==> src/design/avm_pkg.sv <==
`timescale 1ns / 1ps

package avm_pkg;

    // Field widths of the item formats.
    localparam int RAW_W = 16;
    localparam int MG_W  = 12;
    localparam int MAG_W = 12;

    // Scaling: mg = raw * MG_FULL_SCALE / 2^RAW_SCALE_SHIFT, truncated toward zero.
    localparam int MG_FULL_SCALE   = 2000;
    localparam int RAW_SCALE_SHIFT = 15;
    localparam int ABS_W           = RAW_W + 1;       // magnitude of a raw sample
    localparam int SCALE_W         = 11;              // width of MG_FULL_SCALE
    localparam int PROD_W          = ABS_W + SCALE_W; // raw magnitude times scale
    localparam int QUOT_W          = 11;              // scaled magnitude, at most 2000

    // Squares of milli-g values stay below 2^22, their sum below 2^24.
    localparam int SQ_W  = 22;
    localparam int SUM_W = 24;

    // Square root: one result bit per pipeline stage.
    localparam int ISQ_STEPS = SUM_W / 2;

    // Pipeline layout of the top level.
    localparam int LANE_STAGES = 2;
    localparam int SUM_STAGES  = 1;
    localparam int PIPE_STAGES = LANE_STAGES + SUM_STAGES + ISQ_STEPS;
    localparam int ISQ_FIRST   = LANE_STAGES + SUM_STAGES;

    // Largest possible magnitude: floor(sqrt(3 * 2000^2)).
    localparam int MAG_MAX = 3464;
    localparam int MG_MIN  = -2000;
    localparam int MG_MAX  = 1999;

    typedef struct packed {
        logic signed [RAW_W-1:0] raw_x;
        logic signed [RAW_W-1:0] raw_y;
        logic signed [RAW_W-1:0] raw_z;
    } in_t;

    typedef struct packed {
        logic signed [MG_W-1:0] x_mg;
        logic signed [MG_W-1:0] y_mg;
        logic signed [MG_W-1:0] z_mg;
        logic [MAG_W-1:0]       vec_mag;
    } out_t;

    typedef struct packed {
        logic signed [MG_W-1:0] x_mg;
        logic signed [MG_W-1:0] y_mg;
        logic signed [MG_W-1:0] z_mg;
    } mg_t;

endpackage

==> src/design/accel_vector_magnitude.sv <==
`timescale 1ns / 1ps

// Converts one raw three-axis accelerometer sample (+/-2 g, 16-bit two's
// complement per axis) into milli-g values and the floor square root of the
// sum of their squares. The block is a 15-stage pipeline and accepts one item
// every clock cycle unless a stalled output has filled it up. Three identical
// lanes each scale one axis (one stage) and square it (one stage), a merging
// stage adds the three squares, and twelve square root stages each settle
// one bit of the magnitude. The last stage is the output register. Every
// stage holds its own valid bit and loads whenever it is empty or its content
// moves on, so bubbles are squeezed out while the output is stalled, and
// in_ready drops only when all 15 stages hold items. The block keeps no state
// between items and needs no setup after reset.
module accel_vector_magnitude (
    input  logic          clk,
    input  logic          rst_n,
    input  logic          in_valid,
    output logic          in_ready,
    input  avm_pkg::in_t  in_data,
    output logic          out_valid,
    input  logic          out_ready,
    output avm_pkg::out_t out_data
);
    import avm_pkg::*;

    // Stage map: 0 scale, 1 square, 2 sum, 3 .. PIPE_STAGES-1 square root.
    logic [PIPE_STAGES-1:0] valid_reg;
    logic [PIPE_STAGES-1:0] valid_next;
    logic [PIPE_STAGES:0]   advance;

    logic [SQ_W-1:0]  sq_x;
    logic [SQ_W-1:0]  sq_y;
    logic [SQ_W-1:0]  sq_z;
    logic [SUM_W-1:0] sum_next;
    logic [SUM_W-1:0] sum_reg;
    logic [MAG_W-1:0] root;

    mg_t mg_lane;
    mg_t mg_pipe_reg [1:PIPE_STAGES-1];

    // A stage takes a new item when it is empty or its item moves on.
    always_comb
    begin
        advance[PIPE_STAGES] = out_ready;
        for (int k = PIPE_STAGES - 1; k >= 0; k--)
        begin
            advance[k] = !valid_reg[k] || advance[k+1];
        end
    end

    always_comb
    begin
        valid_next = valid_reg;
        if (advance[0])
        begin
            valid_next[0] = in_valid;
        end
        for (int k = 1; k < PIPE_STAGES; k++)
        begin
            if (advance[k])
            begin
                valid_next[k] = valid_reg[k-1];
            end
        end
    end

    always_ff @(posedge clk or negedge rst_n)
    begin
        if (!rst_n)
        begin
            valid_reg <= '0;
        end
        else
        begin
            valid_reg <= valid_next;
        end
    end

    avm_lane u_lane_x (
        .clk       (clk),
        .scale_en  (advance[0]),
        .square_en (advance[1]),
        .raw       (in_data.raw_x),
        .mg        (mg_lane.x_mg),
        .sq        (sq_x)
    );

    avm_lane u_lane_y (
        .clk       (clk),
        .scale_en  (advance[0]),
        .square_en (advance[1]),
        .raw       (in_data.raw_y),
        .mg        (mg_lane.y_mg),
        .sq        (sq_y)
    );

    avm_lane u_lane_z (
        .clk       (clk),
        .scale_en  (advance[0]),
        .square_en (advance[1]),
        .raw       (in_data.raw_z),
        .mg        (mg_lane.z_mg),
        .sq        (sq_z)
    );

    // Merging stage: the three squares fit well inside the sum width.
    assign sum_next = SUM_W'(sq_x) + SUM_W'(sq_y) + SUM_W'(sq_z);

    always_ff @(posedge clk)
    begin
        if (advance[LANE_STAGES])
        begin
            sum_reg <= sum_next;
        end
    end

    avm_isqrt u_isqrt (
        .clk      (clk),
        .stage_en (advance[PIPE_STAGES-1:ISQ_FIRST]),
        .sum      (sum_reg),
        .root     (root)
    );

    // The milli-g values travel alongside the square root stages.
    always_ff @(posedge clk)
    begin
        if (advance[1])
        begin
            mg_pipe_reg[1] <= mg_lane;
        end
        for (int k = 2; k < PIPE_STAGES; k++)
        begin
            if (advance[k])
            begin
                mg_pipe_reg[k] <= mg_pipe_reg[k-1];
            end
        end
    end

    assign in_ready         = advance[0];
    assign out_valid        = valid_reg[PIPE_STAGES-1];
    assign out_data.x_mg    = mg_pipe_reg[PIPE_STAGES-1].x_mg;
    assign out_data.y_mg    = mg_pipe_reg[PIPE_STAGES-1].y_mg;
    assign out_data.z_mg    = mg_pipe_reg[PIPE_STAGES-1].z_mg;
    assign out_data.vec_mag = root;

endmodule

==> src/design/avm_lane.sv <==
`timescale 1ns / 1ps

// One axis: scale a raw sample to milli-g, then square it.
module avm_lane (
    input  logic                             clk,
    input  logic                             scale_en,
    input  logic                             square_en,
    input  logic signed [avm_pkg::RAW_W-1:0] raw,
    output logic signed [avm_pkg::MG_W-1:0]  mg,
    output logic [avm_pkg::SQ_W-1:0]         sq
);
    import avm_pkg::*;

    logic                     neg;
    logic [ABS_W-1:0]         mag;
    logic [PROD_W-1:0]        prod;
    logic [QUOT_W-1:0]        quot;
    logic signed [MG_W-1:0]   mg_next;
    logic signed [MG_W-1:0]   mg_reg;
    logic signed [2*MG_W-1:0] sq_full;
    logic [SQ_W-1:0]          sq_next;
    logic [SQ_W-1:0]          sq_reg;

    always_comb
    begin
        neg  = raw[RAW_W-1];
        mag  = neg ? (ABS_W'(0) - ABS_W'(raw)) : ABS_W'(raw);
        prod = PROD_W'(mag) * PROD_W'(MG_FULL_SCALE);
        quot = prod[RAW_SCALE_SHIFT +: QUOT_W];
        mg_next = neg ? -$signed(MG_W'(quot)) : $signed(MG_W'(quot));
    end

    always_comb
    begin
        sq_full = mg_reg * mg_reg;
        sq_next = sq_full[SQ_W-1:0];
    end

    always_ff @(posedge clk)
    begin
        if (scale_en)
        begin
            mg_reg <= mg_next;
        end
        if (square_en)
        begin
            sq_reg <= sq_next;
        end
    end

    assign mg = mg_reg;
    assign sq = sq_reg;

endmodule

==> src/design/avm_isqrt.sv <==
`timescale 1ns / 1ps

// Pipelined floor square root, one result bit settled in each stage.
module avm_isqrt (
    input  logic                          clk,
    input  logic [avm_pkg::ISQ_STEPS-1:0] stage_en,
    input  logic [avm_pkg::SUM_W-1:0]     sum,
    output logic [avm_pkg::MAG_W-1:0]     root
);
    import avm_pkg::*;

    logic [SUM_W-1:0] rem_reg  [ISQ_STEPS];
    logic [SUM_W-1:0] root_reg [ISQ_STEPS];

    for (genvar k = 0; k < ISQ_STEPS; k++)
    begin : g_step
        localparam logic [SUM_W:0] PROBE = (SUM_W+1)'(1) << (2 * (ISQ_STEPS - 1 - k));

        logic [SUM_W-1:0] rem_prev;
        logic [SUM_W-1:0] root_prev;
        logic [SUM_W:0]   trial;
        logic             take;
        logic [SUM_W-1:0] rem_next;
        logic [SUM_W-1:0] root_next;

        if (k == 0)
        begin : g_first
            assign rem_prev  = sum;
            assign root_prev = '0;
        end
        else
        begin : g_rest
            assign rem_prev  = rem_reg[k-1];
            assign root_prev = root_reg[k-1];
        end

        always_comb
        begin
            trial = {1'b0, root_prev} + PROBE;
            take  = {1'b0, rem_prev} >= trial;
            if (take)
            begin
                rem_next  = rem_prev - trial[SUM_W-1:0];
                root_next = (root_prev >> 1) + PROBE[SUM_W-1:0];
            end
            else
            begin
                rem_next  = rem_prev;
                root_next = root_prev >> 1;
            end
        end

        always_ff @(posedge clk)
        begin
            if (stage_en[k])
            begin
                rem_reg[k]  <= rem_next;
                root_reg[k] <= root_next;
            end
        end
    end

    assign root = root_reg[ISQ_STEPS-1][MAG_W-1:0];

endmodule

==> config.mk <==
export PLATFORM = sky130hd
export DESIGN_NAME = accel_vector_magnitude
export DESIGN_NICKNAME = d
export VERILOG_FILES = /design/src/design/avm_pkg.sv /design/src/design/accel_vector_magnitude.sv /design/src/design/avm_lane.sv /design/src/design/avm_isqrt.sv
export SDC_FILE = /design/constraint.sdc
export NUM_CORES = 2
export LEC_CHECK = 0
export BUFFER_PORTS_ARGS = -buffer_cell sky130_fd_sc_hd__clkbuf_2
export CAP_MARGIN = 5
export CORE_UTILIZATION = 66
export CTS_BUF_LIST = sky130_fd_sc_hd__clkbuf_2
export DETAILED_ROUTE_END_ITERATION = 7
export PLACE_DENSITY = 0.83
export SYNTH_ARGS = -nofsm -noshare
export SYNTH_HDL_FRONTEND = slang
export SYNTH_SLANG_ARGS = --single-unit
==> constraint.sdc <==
create_clock -name clk -period 12.93 [get_ports clk]
set_clock_uncertainty 0.05 [all_clocks]
set_input_delay 2.586 -clock clk [delete_from_list [all_inputs] [get_ports clk]]
set_output_delay 2.586 -clock clk [all_outputs]
set_load 0.03 [all_outputs]
==> impl_summary.txt <==
----------------------------------------------------
[Status]
  Status ... complete, no violations

[Floorplanning]
  Initial core utilization ... 0.670
  Die Span X ... 302 um
  Die boundary height ... 302 um
  Std-Cell Rows ... 109
  Overall die area ... 91300 sq um
  Area of the core ... 88800 sq um
  Top-Level Pins ... 102

[Flow run]
  Max-cap check violation count ... 0

[Logic synthesis]
  Synthesized cell area ... 59500 sq um
  Simple-gate share of the synthesized area ... 0.0915
  Top cells by instance count after synthesis ... sky130_fd_sc_hd__edfxtp_1, sky130_fd_sc_hd__inv_1, sky130_fd_sc_hd__fa_1
  Avg Synthesized Cell Area ... 13.0 sq um
  Adder-cell share of the synthesized area ... 0.252
  Area fraction in compound gates after synthesis ... 0.0558
  Multiplexer share of the synthesized area ... 0.00396
  XOR/XNOR share of the synthesized area ... 0.0477
  Proportion of synthesized chip area in sequential cells ... 0.494
  Number of synthesized flops with an enable pin ... 966
  Post-synthesis cell type with the largest combined area ... sky130_fd_sc_hd__edfxtp_1
  Synth top area cells ... sky130_fd_sc_hd__edfxtp_1, sky130_fd_sc_hd__fa_1, sky130_fd_sc_hd__ha_1
  Number of flip-flops and latches in the synthesized netlist ... 981
  Top cell type's share of synthesized area ... 0.488
  Post-Synthesis Cells ... 4583
  Synth warnings ... 0
  Post-synth top flop ... sky130_fd_sc_hd__edfxtp_1
  Largest family of logic cells by synthesized area ... adder cells
  Most frequent cell after synthesis ... sky130_fd_sc_hd__edfxtp_1
  Count of distinct cell types in the synthesized netlist ... 103
  Proportion of register bits with asynchronous set or reset after synthesis ... 0.0153

[Critical path]
  Critical path launch point type ... input pin
  Max FO, Critical Path ... 62
  Critical-path cell with the highest stage delay ... sky130_fd_sc_hd__nand2_2
  Kind of cell adding the most delay to the critical path ... simple AND/OR/NAND/NOR gates
  Number of buffer and inverter instances along the worst setup path ... 3
  Sort of element at the end of the critical path ... output pin
  Category of the critical setup timing path ... in -> out
  Worst Path Required ... 10.29 ns
  List of cells traversed by the critical path ... clkbuf_2 > nor2b_1 > nand2_4 > nor2_1 > and2_1 > and3_1 > and3_1 > and2_1 > nand3_2 > buf_4 > nor2_1 > nand2_2 > clkbuf_2
  Largest stage delay on the critical path ... 0.61 ns
  CP Data Arrival Time ... 6.40 ns

[CTS]
  Skew-Pair Late Insertion Delay ... 1.43 ns
  Post-CTS setup buffers ... 0
  Sink count of the clock tree ... 981
  CTS tree ... done
  Maximum root-to-sink buffer count ... 3
  CTS Hold Buffers Added ... 0
  Maximum level of the CTS H-tree ... 4
  Cell at the root of the clock tree ... sky130_fd_sc_hd__clkbuf_2
  Number of CTS-inserted buffers ... 220
  Total of cells resized after clock tree synthesis ... 0
  Worst-path clk slew ... 0.09 ns

[Global route]
  Total routing usage reported by global routing ... 0.224
  Via count of the first global-routing pass ... 36000
  Global-route wire length before repair ... 164 mm
  Overflow after GRT ... 0
  Pin count of the biggest net entering global routing ... 79
  Number of antenna violations at the first check in global routing ... 2

[STA]
  Setup violations, final ... 0
  Hold Fails Final Rpt ... 0
  Sum of negative setup slack ... 0 ns
  Post-layout min period ... 9.03 ns
  Number of max-slew violations in the final report ... 0
  Worst slew margin relative to its limit ... 0.200
  Final worst-path cycle share ... 0.699
  Slew of the pin with the lowest slew margin ... 1.19 ns
  Unrepaired setup endpoints after global routing ... no
  Maximum operating frequency ... 111 MHz

[Route]
  WL per Instance ... 15.9 um
  Routed vias/inst ... 5.46
  Total length of routed wires ... 97.5 mm
  Antenna viol nets, final ... 0
  Via total after detailed routing ... 33600
  Total DRC errors in the routed layout ... 0
  Number of iterations in the first detailed-routing pass ... 5
  Number of DRC markers after the initial detailed-route iteration ... 1463

[Placement]
  GPL Wtd Cong ... 0.895
  Post-detailed-placement half-perimeter wirelength ... 74.6 mm
  # port buffers ... 101

[Hold path]
  Worst hold-check path type ... reg -> reg

[Final layout]
  Layout-stage area growth over the synthesis result ... 6.06%
  Final layout net count ... 5759
  Ratio of cells with drive above 1 in the final layout ... 0.110
  Max FFs per register ... 501

----------------------------------------------------
final cells by class:
cell class / count / area (sq um)
tap: 1165 / 1460
sequential: 981 / 29400
clock inverter: 68 / 474
timing repair buffer: 114 / 603
antenna: 4 / 10.0
multi-input combinational: 2787 / 26900
inverter: 716 / 2690
fill: 5913 / 25700
clock buffer: 307 / 1540
worst paths after layout:
check	slack (ns)	from	endpoint	cells past startpoint
max	3.90	out_ready	in_ready	13
max reg2reg	6.40	u_lane_y.mg[11]$_SDFFCE_PN0P_	u_lane_y.sq[21]$_DFFE_PP_	15
min in group asynchronous	1.04	rst_n	valid_reg[7]$_DFFE_PN0P_	1
max in group asynchronous	11.47	rst_n	valid_reg[1]$_DFFE_PN0P_	1
min reg2reg	0.30	mg_pipe_reg[0][162]$_DFFE_PP_	mg_pipe_reg[0][198]$_DFFE_PP_	0
min	0.30	mg_pipe_reg[0][162]$_DFFE_PP_	mg_pipe_reg[0][198]$_DFFE_PP_	0
metal layers:
metal  vias up  wire, um  share of wire  global-route usage
met5         -         0              0                   0
met2       666     54000           0.55               0.423
li1      16200         -              -                   -
met3       193      3340          0.034              0.0366
met4         0      2300          0.024              0.0809
met1     16500     37900           0.39               0.255
worst reg2reg max path: stages, from the launching register on:
cell and delay (ns):
sky130_fd_sc_hd__edfxtp_1 0.88, sky130_fd_sc_hd__and2_1 0.33, sky130_fd_sc_hd__fa_1 0.48, sky130_fd_sc_hd__ha_1 0.68
sky130_fd_sc_hd__inv_1 0.14, sky130_fd_sc_hd__fa_1 0.56, sky130_fd_sc_hd__inv_1 0.05, sky130_fd_sc_hd__fa_1 0.48
sky130_fd_sc_hd__fa_1 0.52, sky130_fd_sc_hd__ha_1 0.39, sky130_fd_sc_hd__nand3_1 0.11, sky130_fd_sc_hd__nand2_1 0.05
sky130_fd_sc_hd__a41o_1 0.22, sky130_fd_sc_hd__o41ai_1 0.53, sky130_fd_sc_hd__o21ai_0 0.34, sky130_fd_sc_hd__a311o_1 0.44
layout by cell type (no fill, tap or decap), types with 29 or more instances in the layout:
cell                         n
sky130_fd_sc_hd__clkinv_1   42
sky130_fd_sc_hd__xor2_1     94
sky130_fd_sc_hd__nor2b_1    59
sky130_fd_sc_hd__nand2_1   223
sky130_fd_sc_hd__a21oi_1   152
sky130_fd_sc_hd__a21o_1     34
sky130_fd_sc_hd__nand2b_1   63
sky130_fd_sc_hd__o21a_1     29
sky130_fd_sc_hd__o21ai_0   109
sky130_fd_sc_hd__edfxtp_1  966
sky130_fd_sc_hd__nor3_1     69
sky130_fd_sc_hd__and2_1    152
sky130_fd_sc_hd__nor4_1     41
sky130_fd_sc_hd__fa_1      503
sky130_fd_sc_hd__or2_2      36
sky130_fd_sc_hd__inv_1     708
sky130_fd_sc_hd__ha_1      384
sky130_fd_sc_hd__xnor2_1   221
sky130_fd_sc_hd__clkbuf_2  408
sky130_fd_sc_hd__nand3_1    43
sky130_fd_sc_hd__nor2_1    197
kinds of logic after synthesis:
kind of cell / count (synthesis)
adder cells (fa/ha/maj): 897
other: 2
AND/OR/NAND/NOR: 1030
buffers and inverters: 831
XOR/XNOR: 319
AO/OA/AOI/OAI: 501
flip-flops: 981
multiplexers: 22
per-stage QoR:
step / std cells / hold WS (ns) / worst slack [ns] / instance area [sq um] / utilization
floorplan: 4599 / 0.350 / 2.12 / 59500 / -
finish: 6142 / 0.300 / 3.90 / 63100 / 0.710
global route: 6142 / 0.266 / 3.54 / 63100 / 0.710
CTS: 6138 / 0.283 / 3.81 / 63000 / 0.710
global placement: 5763 / 0.350 / 3.76 / 61000 / 0.687
detailed placement: 5763 / 0.355 / 3.47 / 61000 / 0.687
Power is left out: the tool's default activity adds up to more than one toggle a clock period on the data nets, which glitch-free logic cannot reach.
